**src/hw/rtl/pfp_pkg.sv**
```systemverilog
// ----------------------------------------------------------------------------
// pfp_pkg
// Shared codes, widths and command/status types of the page-frame pool.
// ----------------------------------------------------------------------------
package pfp_pkg;

    localparam int FRAMES    = 16;
    localparam int PAGE_BITS = 24;

    localparam int CMD_W    = 3;
    localparam int STATUS_W = 3;
    localparam int FIX_W    = 8;
    localparam int STAMP_W  = 16;
    localparam int CNT_W    = 32;
    localparam int OUT_FRAME_W = 4;
    localparam int OUT_PAGE_W  = 24;
    localparam int MAX_RESULTS = 16;

    localparam logic [CMD_W-1:0] CMD_PIN   = 3'd0;
    localparam logic [CMD_W-1:0] CMD_UNPIN = 3'd1;
    localparam logic [CMD_W-1:0] CMD_DIRTY = 3'd2;
    localparam logic [CMD_W-1:0] CMD_FORCE = 3'd3;
    localparam logic [CMD_W-1:0] CMD_FLUSH = 3'd4;

    localparam logic [STATUS_W-1:0] ST_OK       = 3'd0;
    localparam logic [STATUS_W-1:0] ST_NOTFOUND = 3'd1;
    localparam logic [STATUS_W-1:0] ST_NOFREE   = 3'd2;
    localparam logic [STATUS_W-1:0] ST_NOTPIN   = 3'd3;
    localparam logic [STATUS_W-1:0] ST_FIXFULL  = 3'd4;

    localparam logic [FIX_W-1:0] FIX_MAX = 8'hFF;
    localparam logic [STAMP_W-1:0] STAMP_MAX = 16'hFFFF;

    localparam logic [0:0] REG_POLICY = 1'b0;
    localparam logic [0:0] REG_FRAMES = 1'b1;

    // Datapath operations issued by the controller
    typedef enum logic [3:0] {
        OP_NONE,      // idle
        OP_CLR,       // clear scan registers, latch the item
        OP_SCAN,      // examine frame at scan index
        OP_MIN_SCAN,  // renormalise: find smallest valid stamp
        OP_MIN_SUB,   // renormalise: subtract from frame at index
        OP_MIN_CLK,   // renormalise: subtract from stamp clock
        OP_APPLY,     // commit the item's update and build result
        OP_FL_STEP    // flush: examine one frame, maybe emit
    } t_op;

    typedef struct packed {
        t_op  op;
        logic idx_rst;   // restart frame index at zero
    } t_cmd;

    typedef struct packed {
        logic idx_end;    // index at last active frame
        logic all_end;    // index at last frame of the table
        logic need_renorm;// stamp clock above limit and a stamp is needed
        logic fl_done;    // flush reached its limit of results
    } t_stat;

endpackage

```
**src/hw/rtl/pfp_ctrl.sv**
```systemverilog
// ----------------------------------------------------------------------------
// pfp_ctrl
// Sequencer: scan, optional stamp renormalisation, apply, and flush walk.
// ----------------------------------------------------------------------------
module pfp_ctrl (
    input  logic           i_clk,
    input  logic           i_rst_n,
    input  logic           i_start,
    input  logic           i_flush,
    input  logic           i_out_free,
    input  pfp_pkg::t_stat i_stat,
    output pfp_pkg::t_cmd  o_cmd,
    output logic           o_busy
);
    import pfp_pkg::*;

    localparam logic [2:0] S_IDLE  = 3'd0;
    localparam logic [2:0] S_SCAN  = 3'd1;
    localparam logic [2:0] S_MINS  = 3'd2;
    localparam logic [2:0] S_MINB  = 3'd3;
    localparam logic [2:0] S_MINC  = 3'd4;
    localparam logic [2:0] S_APPLY = 3'd5;
    localparam logic [2:0] S_FLUSH = 3'd6;
    localparam logic [2:0] S_FLEND = 3'd7;

    logic [2:0] r_state, n_state;

    always_ff @(posedge i_clk) begin
        if (!i_rst_n) begin
            r_state <= S_IDLE;
        end else begin
            r_state <= n_state;
        end
    end

    always_comb begin
        n_state     = r_state;
        o_cmd.op    = OP_NONE;
        o_cmd.idx_rst = 1'b0;
        unique case (r_state)
            S_IDLE: begin
                if (i_start) begin
                    o_cmd.op = OP_CLR;
                    o_cmd.idx_rst = 1'b1;
                    n_state = i_flush ? S_FLUSH : S_SCAN;
                end
            end
            S_SCAN: begin
                o_cmd.op = OP_SCAN;
                if (i_stat.idx_end) begin
                    o_cmd.idx_rst = 1'b1;
                    n_state = S_APPLY;
                end
            end
            S_APPLY: begin
                if (i_stat.need_renorm) begin
                    o_cmd.idx_rst = 1'b1;
                    n_state = S_MINS;
                end else if (i_out_free) begin
                    o_cmd.op = OP_APPLY;
                    n_state = S_IDLE;
                end
            end
            // renormalisation walks the whole table, in use or not
            S_MINS: begin
                o_cmd.op = OP_MIN_SCAN;
                if (i_stat.all_end) begin
                    o_cmd.idx_rst = 1'b1;
                    n_state = S_MINB;
                end
            end
            S_MINB: begin
                o_cmd.op = OP_MIN_SUB;
                if (i_stat.all_end) begin
                    o_cmd.idx_rst = 1'b1;
                    n_state = S_MINC;
                end
            end
            S_MINC: begin
                o_cmd.op = OP_MIN_CLK;
                n_state = S_APPLY;
            end
            S_FLUSH: begin
                // hold while a flushed result waits for the output slot
                if (i_out_free) begin
                    o_cmd.op = OP_FL_STEP;
                    if (i_stat.idx_end || i_stat.fl_done) begin
                        n_state = S_FLEND;
                    end
                end
            end
            S_FLEND: begin
                if (i_out_free) begin
                    o_cmd.op = OP_APPLY;
                    n_state = S_IDLE;
                end
            end
            default: n_state = S_IDLE;
        endcase
    end

    assign o_busy = (r_state != S_IDLE);

endmodule

```
**src/hw/rtl/pfp_dp.sv**
```systemverilog
// ----------------------------------------------------------------------------
// pfp_dp
// Frame table, scan registers, stamp clock, I/O counters and result builder.
// ----------------------------------------------------------------------------
module pfp_dp #(
    parameter int STAMP_LIMIT = 32000
) (
    input  logic                          i_clk,
    input  logic                          i_rst_n,
    input  pfp_pkg::t_cmd                 i_cmd,
    input  logic [pfp_pkg::CMD_W-1:0]     i_item_cmd,
    input  logic [pfp_pkg::PAGE_BITS-1:0] i_item_page,
    input  logic                          i_policy,
    input  logic [4:0]                    i_frames_in_use,
    output pfp_pkg::t_stat                o_stat,
    output logic                          o_res_valid,
    output logic [pfp_pkg::STATUS_W-1:0]  o_status,
    output logic [pfp_pkg::OUT_FRAME_W-1:0] o_frame,
    output logic                          o_writeback,
    output logic [pfp_pkg::OUT_PAGE_W-1:0] o_wb_page,
    output logic                          o_load,
    output logic [pfp_pkg::FIX_W-1:0]     o_fix,
    output logic [pfp_pkg::CNT_W-1:0]     o_read_ios,
    output logic [pfp_pkg::CNT_W-1:0]     o_write_ios,
    output logic                          o_last
);
    import pfp_pkg::*;

    localparam int IW = (FRAMES > 1) ? $clog2(FRAMES) : 1;
    localparam int NW = $clog2(FRAMES + 1);
    localparam int RW = $clog2(MAX_RESULTS + 1);

    logic [PAGE_BITS-1:0] r_page  [FRAMES];
    logic [STAMP_W-1:0]   r_stamp [FRAMES];
    logic [FIX_W-1:0]     r_fix   [FRAMES];
    logic [FRAMES-1:0]    r_valid;
    logic [FRAMES-1:0]    r_dirty;
    logic [STAMP_W-1:0]   r_clk_st;
    logic [CNT_W-1:0]     r_rd, r_wr;

    logic [IW-1:0]        r_idx;
    logic                 r_hit, r_empty, r_vic;
    logic [IW-1:0]        r_hit_i, r_empty_i, r_vic_i;
    logic [STAMP_W-1:0]   r_lo;
    logic [RW-1:0]        r_nres;
    logic                 r_renormed;

    // active frame count: 0 acts as 1, above FRAMES acts as FRAMES
    logic [NW-1:0] w_n;
    always_comb begin
        if (i_frames_in_use == 5'd0) begin
            w_n = NW'(1);
        end else if (32'(i_frames_in_use) > FRAMES) begin
            w_n = NW'(FRAMES);
        end else begin
            w_n = NW'(i_frames_in_use);
        end
    end

    logic w_end;
    assign w_end = (NW'(r_idx) + NW'(1) >= w_n);

    // stamp is needed by a pin that hits under LRU (and not at full count)
    // or by a pin that loads
    logic w_pin, w_stamp_need;
    assign w_pin = (i_item_cmd == CMD_PIN);
    always_comb begin
        if (r_hit) begin
            w_stamp_need = w_pin && i_policy && (r_fix[r_hit_i] != FIX_MAX);
        end else begin
            w_stamp_need = w_pin && (r_empty || r_vic);
        end
    end

    logic w_fl_elig;
    assign w_fl_elig = r_valid[r_idx] && r_dirty[r_idx] && (r_fix[r_idx] == '0);

    // flush: any eligible frame still ahead of the index decides last
    logic [FRAMES-1:0] w_later;
    logic              w_more;
    always_comb begin
        for (int k = 0; k < FRAMES; k++) begin
            w_later[k] = r_valid[k] && r_dirty[k] && (r_fix[k] == '0) &&
                         (NW'(k) < w_n) && (IW'(k) > r_idx);
        end
    end
    assign w_more = |w_later;

    assign o_stat.idx_end     = w_end;
    assign o_stat.all_end     = (r_idx == IW'(FRAMES - 1));
    assign o_stat.need_renorm = w_stamp_need && !r_renormed &&
                                (32'(r_clk_st) > STAMP_LIMIT);
    assign o_stat.fl_done     = w_fl_elig && (r_nres == RW'(MAX_RESULTS - 1));

    logic [STAMP_W-1:0] w_clk_inc;
    assign w_clk_inc = (r_clk_st != STAMP_MAX) ? r_clk_st + 1'b1 : r_clk_st;

    always_ff @(posedge i_clk) begin
        if (!i_rst_n) begin
            r_valid     <= '0;
            r_dirty     <= '0;
            r_clk_st    <= '0;
            r_rd        <= '0;
            r_wr        <= '0;
            r_idx       <= '0;
            r_renormed  <= 1'b0;
            o_res_valid <= 1'b0;
            for (int k = 0; k < FRAMES; k++) begin
                r_fix[k] <= '0;
            end
        end else begin
            o_res_valid <= 1'b0;
            if (i_cmd.idx_rst) begin
                r_idx <= '0;
            end else if (i_cmd.op == OP_SCAN || i_cmd.op == OP_MIN_SCAN ||
                         i_cmd.op == OP_MIN_SUB || i_cmd.op == OP_FL_STEP) begin
                r_idx <= r_idx + 1'b1;
            end
            case (i_cmd.op)
                OP_CLR: begin
                    r_hit  <= 1'b0;
                    r_empty <= 1'b0;
                    r_vic  <= 1'b0;
                    r_nres <= '0;
                    r_renormed <= 1'b0;
                end
                OP_SCAN: begin
                    if (r_valid[r_idx] && r_page[r_idx] == i_item_page && !r_hit) begin
                        r_hit   <= 1'b1;
                        r_hit_i <= r_idx;
                    end
                    if (!r_valid[r_idx] && !r_empty) begin
                        r_empty   <= 1'b1;
                        r_empty_i <= r_idx;
                    end
                    if (r_fix[r_idx] == '0 && (!r_vic || r_stamp[r_idx] <= r_lo)) begin
                        r_vic   <= 1'b1;
                        r_vic_i <= r_idx;
                        r_lo    <= r_stamp[r_idx];
                    end
                end
                OP_MIN_SCAN: begin
                    if (r_idx == '0) begin
                        r_lo <= (r_valid[0] && r_stamp[0] < r_clk_st) ? r_stamp[0]
                                                                       : r_clk_st;
                    end else if (r_valid[r_idx] && r_stamp[r_idx] < r_lo) begin
                        r_lo <= r_stamp[r_idx];
                    end
                end
                OP_MIN_SUB: begin
                    if (r_valid[r_idx]) begin
                        r_stamp[r_idx] <= r_stamp[r_idx] - r_lo;
                    end
                end
                OP_MIN_CLK: begin
                    r_clk_st <= r_clk_st - r_lo;
                    // one renormalisation per stamp taken
                    r_renormed <= 1'b1;
                    // scan stamps changed by the same offset: keep victim order
                    r_lo <= r_lo;
                end
                OP_FL_STEP: begin
                    if (w_fl_elig) begin
                        r_dirty[r_idx] <= 1'b0;
                        r_wr           <= r_wr + 1'b1;
                        r_nres         <= r_nres + 1'b1;
                        o_res_valid    <= 1'b1;
                        o_status       <= ST_OK;
                        o_frame        <= OUT_FRAME_W'(r_idx);
                        o_writeback    <= 1'b1;
                        o_wb_page      <= OUT_PAGE_W'(r_page[r_idx]);
                        o_load         <= 1'b0;
                        o_fix          <= '0;
                        o_read_ios     <= r_rd;
                        o_write_ios    <= r_wr + 1'b1;
                        o_last         <= o_stat.fl_done || !w_more;
                    end
                end
                OP_APPLY: begin
                    o_res_valid <= 1'b1;
                    o_status    <= ST_OK;
                    o_frame     <= '0;
                    o_writeback <= 1'b0;
                    o_wb_page   <= '0;
                    o_load      <= 1'b0;
                    o_fix       <= '0;
                    o_read_ios  <= r_rd;
                    o_write_ios <= r_wr;
                    o_last      <= 1'b1;
                    if (i_item_cmd == CMD_FLUSH) begin
                        // a walk that emitted already closed with last
                        o_res_valid <= (r_nres == '0);
                    end else if (w_pin) begin
                        if (r_hit) begin
                            o_frame <= OUT_FRAME_W'(r_hit_i);
                            if (r_fix[r_hit_i] == FIX_MAX) begin
                                o_status <= ST_FIXFULL;
                                o_fix    <= FIX_MAX;
                            end else begin
                                r_fix[r_hit_i] <= r_fix[r_hit_i] + 1'b1;
                                o_fix <= r_fix[r_hit_i] + 1'b1;
                                if (i_policy) begin
                                    r_stamp[r_hit_i] <= r_clk_st;
                                    r_clk_st <= w_clk_inc;
                                end
                            end
                        end else if (r_empty || r_vic) begin
                            logic [IW-1:0] v;
                            v = r_empty ? r_empty_i : r_vic_i;
                            if (!r_empty && r_dirty[v]) begin
                                o_writeback <= 1'b1;
                                o_wb_page   <= OUT_PAGE_W'(r_page[v]);
                                r_wr        <= r_wr + 1'b1;
                                o_write_ios <= r_wr + 1'b1;
                            end
                            r_valid[v] <= 1'b1;
                            r_page[v]  <= i_item_page;
                            r_dirty[v] <= 1'b0;
                            r_fix[v]   <= FIX_W'(1);
                            r_stamp[v] <= r_clk_st;
                            r_clk_st   <= w_clk_inc;
                            r_rd       <= r_rd + 1'b1;
                            o_read_ios <= r_rd + 1'b1;
                            o_frame    <= OUT_FRAME_W'(v);
                            o_load     <= 1'b1;
                            o_fix      <= FIX_W'(1);
                        end else begin
                            o_status <= ST_NOFREE;
                        end
                    end else if (!r_hit) begin
                        o_status <= ST_NOTFOUND;
                    end else begin
                        o_frame <= OUT_FRAME_W'(r_hit_i);
                        o_fix   <= r_fix[r_hit_i];
                        case (i_item_cmd)
                            CMD_UNPIN: begin
                                if (r_fix[r_hit_i] == '0) begin
                                    o_status <= ST_NOTPIN;
                                end else begin
                                    r_fix[r_hit_i] <= r_fix[r_hit_i] - 1'b1;
                                    o_fix <= r_fix[r_hit_i] - 1'b1;
                                end
                            end
                            CMD_DIRTY: r_dirty[r_hit_i] <= 1'b1;
                            default: begin
                                r_dirty[r_hit_i] <= 1'b0;
                                r_wr        <= r_wr + 1'b1;
                                o_write_ios <= r_wr + 1'b1;
                                o_writeback <= 1'b1;
                                o_wb_page   <= OUT_PAGE_W'(r_page[r_hit_i]);
                            end
                        endcase
                    end
                end
                default: ;
            endcase
        end
    end

endmodule

```
**src/hw/rtl/page_frame_pool_fifo_lru.sv**
```systemverilog
// Sequence: the item scans the frames in use, one frame per cycle, then applies
//   once the output slot is free; a stamp renormalisation first walks the table
//   for the smallest stamp, walks it again to subtract it, then steps the clock.
// Items: one at a time; a flush emits a result per write-back, holding on stalls.
// Reset: synchronous, active low; clears frame valid/dirty/fix, stamp clock,
//   I/O counters and configuration (policy FIFO, sixteen frames).
// ----------------------------------------------------------------------------
// page_frame_pool_fifo_lru
// Buffer-pool page-frame table with FIFO or LRU replacement.
// ----------------------------------------------------------------------------
module page_frame_pool_fifo_lru #(
    parameter int STAMP_LIMIT = 32000
) (
    input  logic        i_clk,
    input  logic        i_rst_n,
    // s_axis tdata: cmd[2:0], page_num[26:3], zero pad [31:27]
    input  logic        s_axis_tvalid,
    output logic        s_axis_tready,
    input  logic [31:0] s_axis_tdata,
    // m_axis tdata: status[2:0], frame[6:3], writeback[7], writeback_page[31:8],
    //   load[32], fix_count[40:33], read_ios[72:41], write_ios[104:73], pad
    output logic        m_axis_tvalid,
    input  logic        m_axis_tready,
    output logic [111:0] m_axis_tdata,
    output logic        m_axis_tlast,
    input  logic        i_cfg_valid,
    output logic        o_cfg_ready,
    input  logic [0:0]  i_cfg_index,
    input  logic [4:0]  i_cfg_data
);
    import pfp_pkg::*;

    t_cmd  w_cmd;
    t_stat w_stat;
    logic  w_busy;

    logic               r_policy;
    logic [4:0]         r_frames;
    logic [CMD_W-1:0]   r_cmd;
    logic [PAGE_BITS-1:0] r_page;

    logic [CMD_W-1:0] w_in_cmd;
    logic             w_known, w_start;

    assign w_in_cmd = s_axis_tdata[2:0];
    // unknown commands are taken and dropped without a result
    assign w_known  = (w_in_cmd == CMD_PIN) || (w_in_cmd == CMD_UNPIN) ||
                      (w_in_cmd == CMD_DIRTY) || (w_in_cmd == CMD_FORCE) ||
                      (w_in_cmd == CMD_FLUSH);
    assign s_axis_tready = !w_busy;
    assign w_start  = s_axis_tvalid && s_axis_tready && w_known;
    assign o_cfg_ready = 1'b1;

    always_ff @(posedge i_clk) begin
        if (!i_rst_n) begin
            r_policy <= 1'b0;
            r_frames <= 5'd16;
        end else if (i_cfg_valid) begin
            unique case (i_cfg_index)
                REG_POLICY: r_policy <= i_cfg_data[0];
                REG_FRAMES: r_frames <= i_cfg_data;
                default: ;
            endcase
        end
    end

    always_ff @(posedge i_clk) begin
        if (w_start) begin
            r_cmd  <= w_in_cmd;
            r_page <= PAGE_BITS'(s_axis_tdata[26:3]);
        end
    end

    // output register: hold a result until its transfer
    logic                 w_rv, w_wb, w_ld, w_last;
    logic [STATUS_W-1:0]  w_st;
    logic [OUT_FRAME_W-1:0] w_fr;
    logic [OUT_PAGE_W-1:0] w_wbp;
    logic [FIX_W-1:0]     w_fix;
    logic [CNT_W-1:0]     w_rd, w_wr;
    logic                 r_ov;
    logic [104:0]         r_od;
    logic                 r_ol;
    logic                 w_free;

    // slot free for a new result: empty or draining, and none in flight
    assign w_free = (!r_ov || m_axis_tready) && !w_rv;

    pfp_ctrl u_ctrl (
        .i_clk(i_clk), .i_rst_n(i_rst_n), .i_start(w_start),
        .i_flush(w_in_cmd == CMD_FLUSH), .i_out_free(w_free),
        .i_stat(w_stat), .o_cmd(w_cmd), .o_busy(w_busy)
    );

    pfp_dp #(.STAMP_LIMIT(STAMP_LIMIT)) u_dp (
        .i_clk(i_clk), .i_rst_n(i_rst_n), .i_cmd(w_cmd), .i_item_cmd(r_cmd),
        .i_item_page(r_page), .i_policy(r_policy), .i_frames_in_use(r_frames),
        .o_stat(w_stat), .o_res_valid(w_rv), .o_status(w_st), .o_frame(w_fr),
        .o_writeback(w_wb), .o_wb_page(w_wbp), .o_load(w_ld), .o_fix(w_fix),
        .o_read_ios(w_rd), .o_write_ios(w_wr), .o_last(w_last)
    );

    // datapath result lands in the cycle after its command; slot was free then
    always_ff @(posedge i_clk) begin
        if (!i_rst_n) begin
            r_ov <= 1'b0;
        end else if (w_rv) begin
            r_ov <= 1'b1;
        end else if (m_axis_tready) begin
            r_ov <= 1'b0;
        end
    end

    always_ff @(posedge i_clk) begin
        if (w_rv) begin
            r_od <= {w_wr, w_rd, w_fix, w_ld, w_wbp, w_wb, w_fr, w_st};
            r_ol <= w_last;
        end
    end

    assign m_axis_tvalid = r_ov;
    assign m_axis_tdata  = {7'd0, r_od};
    assign m_axis_tlast  = r_ol;

`ifndef ASSERT_OFF
    a_no_start_busy: assert property (@(posedge i_clk) disable iff (!i_rst_n)
        w_busy |-> !w_start) else $error("item taken while busy");
    a_out_hold: assert property (@(posedge i_clk) disable iff (!i_rst_n)
        (m_axis_tvalid && !m_axis_tready) |=> m_axis_tvalid)
        else $error("result dropped");
`endif

endmodule
```
**config.mk**
```make
export PLATFORM = sky130hd
export DESIGN_NAME = page_frame_pool_fifo_lru
export DESIGN_NICKNAME = d
export VERILOG_FILES = /design/src/hw/rtl/pfp_pkg.sv /design/src/hw/rtl/pfp_ctrl.sv /design/src/hw/rtl/pfp_dp.sv /design/src/hw/rtl/page_frame_pool_fifo_lru.sv
export SDC_FILE = /design/constraint.sdc
export NUM_CORES = 2
export LEC_CHECK = 0
export ABC_AREA = 0
export BUFFER_PORTS_ARGS = -buffer_cell sky130_fd_sc_hd__buf_2
export CORE_UTILIZATION = 50
export DETAILED_ROUTE_END_ITERATION = 8
export HOLD_SLACK_MARGIN = 0.08
export PLACE_DENSITY = 0.68
export SLEW_MARGIN = 20
export SYNTH_ARGS = -nofsm -noshare
export SYNTH_HDL_FRONTEND = slang
export SYNTH_SLANG_ARGS = --single-unit
export TNS_END_PERCENT = 5
```
**constraint.sdc**
```tcl
create_clock -name i_clk -period 15.5 [get_ports i_clk]
set_input_delay 3.1 -clock i_clk [delete_from_list [all_inputs] [get_ports i_clk]]
set_output_delay 3.1 -clock i_clk [all_outputs]
set_load 0.05 [all_outputs]
```
==> flow_metrics.env <==
export IMPL_status="finished clean"
export IMPL_post_cts_resized=0
export IMPL_dieArea_mm2=0.116
export IMPL_power_frac_clock_pct=33.1
export IMPL_die_x_um=341
export IMPL_grt_overflow=0
export IMPL_synthDistinctLibCells=87
export IMPL_post_route_drc_count=0
export IMPL_grt_util_all_layers_pct=27.3
export IMPL_p_sw_share_pct=29.4
export IMPL_dp_hpwl_um=96700
export IMPL_slew_headroom_pct=21.4
export IMPL_routed_wl_um=161000
export IMPL_final_setup_skew_ns=0.0591
export IMPL_timing_final_crit_share_pct=45.3
export IMPL_io_pins=159
export IMPL_holdCritPathClass="reg2reg"
export IMPL_antenna_found_initial=8
export IMPL_seq_area_frac_synth_pct=59.4
export IMPL_min_to="r_od[91]"
export IMPL_ant_nets=0
export IMPL_min_period_ns=7.02
export IMPL_netlist_area_mm2=0.0573
export IMPL_cts_path_max_buffers=3
export IMPL_rows=123
export IMPL_final_setup_tns_ns=0
export IMPL_rsz0062_at_grt="false"
export IMPL_path_clk_slew_ns=0.06
export IMPL_wl_per_cell_um=27.0
export IMPL_core_mm2=0.113
export IMPL_dp_slack_ns=7.90
export IMPL_die_h_um=341
export IMPL_path_max_fanout=61
export IMPL_pwr_share_comb_pct=22.9
export IMPL_syn_avg_cell_area_um2=13.4
export IMPL_worstSetupStartpointType="primary input"
export IMPL_async_flop_share_pct=0
export IMPL_h_tree_depth=3
export IMPL_p_int_uw=6460
export IMPL_clk_root_buffer_cell="clkbuf_16"
export IMPL_grt_pass1_wl_um=238000
export IMPL_vias=38800
export IMPL_maxCapViolCount=0
export IMPL_switchingPower_uw=2690
export IMPL_synth_flop_cell="edfxtp_1"
export IMPL_cts_tree="done"
export IMPL_power_density_mw_per_mm2=143
export IMPL_worstPathRequired_ns=16.15
export IMPL_synthCells=4267
export IMPL_grt_pass1_vias=37400
export IMPL_final_cells=5946
export IMPL_fmax_mhz=142
export IMPL_regToRegEndpoint="u_dp.r_clk_st[15]"
export IMPL_numCtsBuffers=120
export IMPL_hold_buffers=0
export IMPL_clock_sinks=1179
export IMPL_initial_core_util_pct=50.7
export IMPL_worst_setup_path_end_kind="flop"
export IMPL_clock_latency_ns=0.75
export IMPL_synth_adder_area_share_pct=1.46
export IMPL_worst_pin_slew_ns=1.18
export IMPL_layout_setup_ws_ns=8.48
export IMPL_cts_setup_buffers=0
export IMPL_viasPerCell=6.53
export IMPL_mostFrequentLayoutCells="edfxtp_1, nand2_1, mux4_2"
export IMPL_p_leak_uw=0.0216
export IMPL_areaGrowthSynthToFinish_pct=11.4
export IMPL_first_pass_iters=6
export IMPL_routabilityCongestion=0.939
export IMPL_slew_viol_final=0
export IMPL_ys_warnings_count=0
export IMPL_final_common_cell="edfxtp_1"
export IMPL_seqPwrFrac_pct=44.0
export IMPL_r2r_slack_ns=9.04
export IMPL_synthMuxAreaShare_pct=15.4
export IMPL_synth_simple_area_share_pct=11.8
export IMPL_nNetsFinal=4449
export IMPL_ys_ff_latch=1179
export IMPL_synth_top_family_by_area="multiplexers"
export IMPL_ir_worst_vdd_mv=0.103
export IMPL_finalSetupViolCount=0
export IMPL_drt_initial_drc_count=5092
export IMPL_io_buffer_count=145
export IMPL_worst_ep_arrival_time_ns=7.67
export IMPL_dp_cells=5719
export IMPL_drive_above_1_share_pct=19.4
export IMPL_grt_start_max_net_pins=180
export IMPL_hold_path_depth=0
export IMPL_synth_compound_area_share_pct=6.96
export IMPL_crit_type="in2reg"
export IMPL_r2r_cells=18
export IMPL_hold_viol_final=0
export IMPL_synth_xor_area_share_pct=2.23
export IMPL_hold_start="u_dp.o_write_ios[18]"
export IMPL_synth_edff_count=1043
## worst max-delay path, cell delays in order
cell,delay [ns]
buf_2,0.08
inv_1,0.03
a21oi_1,0.13
buf_4,0.19
and3_1,0.29
nand4_1,0.29
nand2_2,0.13
buf_4,0.72
nor2_1,0.12
ha_1,0.36
o21ai_0,0.24
o21ai_0,0.20
a2111oi_0,0.70
o31ai_1,0.24
a21o_1,0.22
a21oi_1,0.17
xnor2_1,0.16
nand3_1,0.10
a21oi_1,0.18
## how the worst max path moves through the flow
stage | start | endpoint | depth (start not counted)
2_1_floorplan | m_axis_tready | u_dp.o_fix[0] | 10
3_3_place_gp | m_axis_tready | u_dp.r_clk_st[15] | 19
6_report | m_axis_tready | u_dp.r_clk_st[15] | 19
3_5_place_dp | m_axis_tready | u_dp.r_clk_st[15] | 19
4_1_cts | m_axis_tready | u_dp.r_clk_st[15] | 19
5_1_grt | m_axis_tready | u_dp.r_clk_st[15] | 19
## Yosys cell counts (45+ instances only)
cell / n / share of area [%]
and2_1: 57 / 0.62
inv_1: 98 / 0.64
nor3_1: 53 / 0.46
nor2_1: 339 / 2.2
edfxtp_1: 1043 / 55
clkbuf_1: 206 / 1.3
mux4_2: 357 / 14
a311oi_1: 73 / 1.1
xnor2_1: 100 / 1.5
dfxtp_1: 136 / 4.8
o21ai_0: 75 / 0.65
ha_1: 63 / 1.4
and3_1: 83 / 0.91
nand3_1: 166 / 1.4
mux2i_1: 56 / 0.98
or4_1: 48 / 0.63
nand4_1: 45 / 0.49
a21oi_1: 154 / 1.3
nand2_1: 581 / 3.8
## flip-flops by register name, indices dropped and copies added (netlist names), 8 cells and up, named ones only
| name | count |
|---|---|
| r_od | 105 |
| r_page | 24 |
| u_dp.o_fix | 8 |
| u_dp.o_read_ios | 32 |
| u_dp.o_wb_page | 24 |
| u_dp.o_write_ios | 32 |
| u_dp.r_clk_st | 16 |
| u_dp.r_fix | 128 |
| u_dp.r_lo | 16 |
| u_dp.r_page | 384 |
| u_dp.r_rd | 32 |
| u_dp.r_stamp | 256 |
| u_dp.r_valid | 16 |
| u_dp.r_wr | 32 |
## cell families after synthesis
family / after synthesis
muxes: 431
buffers and inverters: 390
DFF: 1179
AOI/OAI and AO/OA: 580
and+or+nand+nor: 1475
adders and majority gates: 66
other: 2
xor gates and xnor gates: 144
## layer usage
metal | vias to the layer above | global-route usage (%) | wire, um
met5 | - | 0 | 27
met4 | 4 | 10.4 | 5920
met3 | 413 | 4.89 | 16900
met2 | 2380 | 43.0 | 75000
met1 | 19300 | 38.1 | 62900
li1 | 16700 | - | -
## power groups by stage
stage / Clock [uW] / Combinational (uW) / Sequential [uW]
3_5_place_dp: 0 / 2060 / 4090
4_1_cts: 3060 / 2070 / 4020
2_1_floorplan: 0 / 1480 / 4000
6_report: 3030 / 2100 / 4020
3_3_place_gp: 0 / 2030 / 4090
5_1_grt: 3170 / 2250 / 4040
## layout make-up
cell class	instances	area, um2
Inverter	101	379
Multi-Input combinational cell	2704	22000
Antenna cell	2	5.00
Sequential cell	1179	34100
Clock inverter	84	973
Tap cell	1500	1880
Fill cell	8957	49300
Timing Repair Buffer	235	1430
Clock buffer	141	3140
## through the flow
| stage | instance area, um2 | hold WS [ns] | utilization (%) | total power (uW) |
|---|---|---|---|---|
| 2_1_floorplan | 57300 | 0.400 | - | 5480 |
| 3_3_place_gp | 59700 | 0.401 | 52.7 | 6120 |
| 3_5_place_dp | 59700 | 0.405 | 52.8 | 6150 |
| 4_1_cts | 63800 | 0.416 | 56.4 | 9160 |
| 5_1_grt | 63900 | 0.423 | 56.5 | 9460 |
| 6_report | 63900 | 0.415 | 56.5 | 9150 |
(Power assumes the default switching activity.)
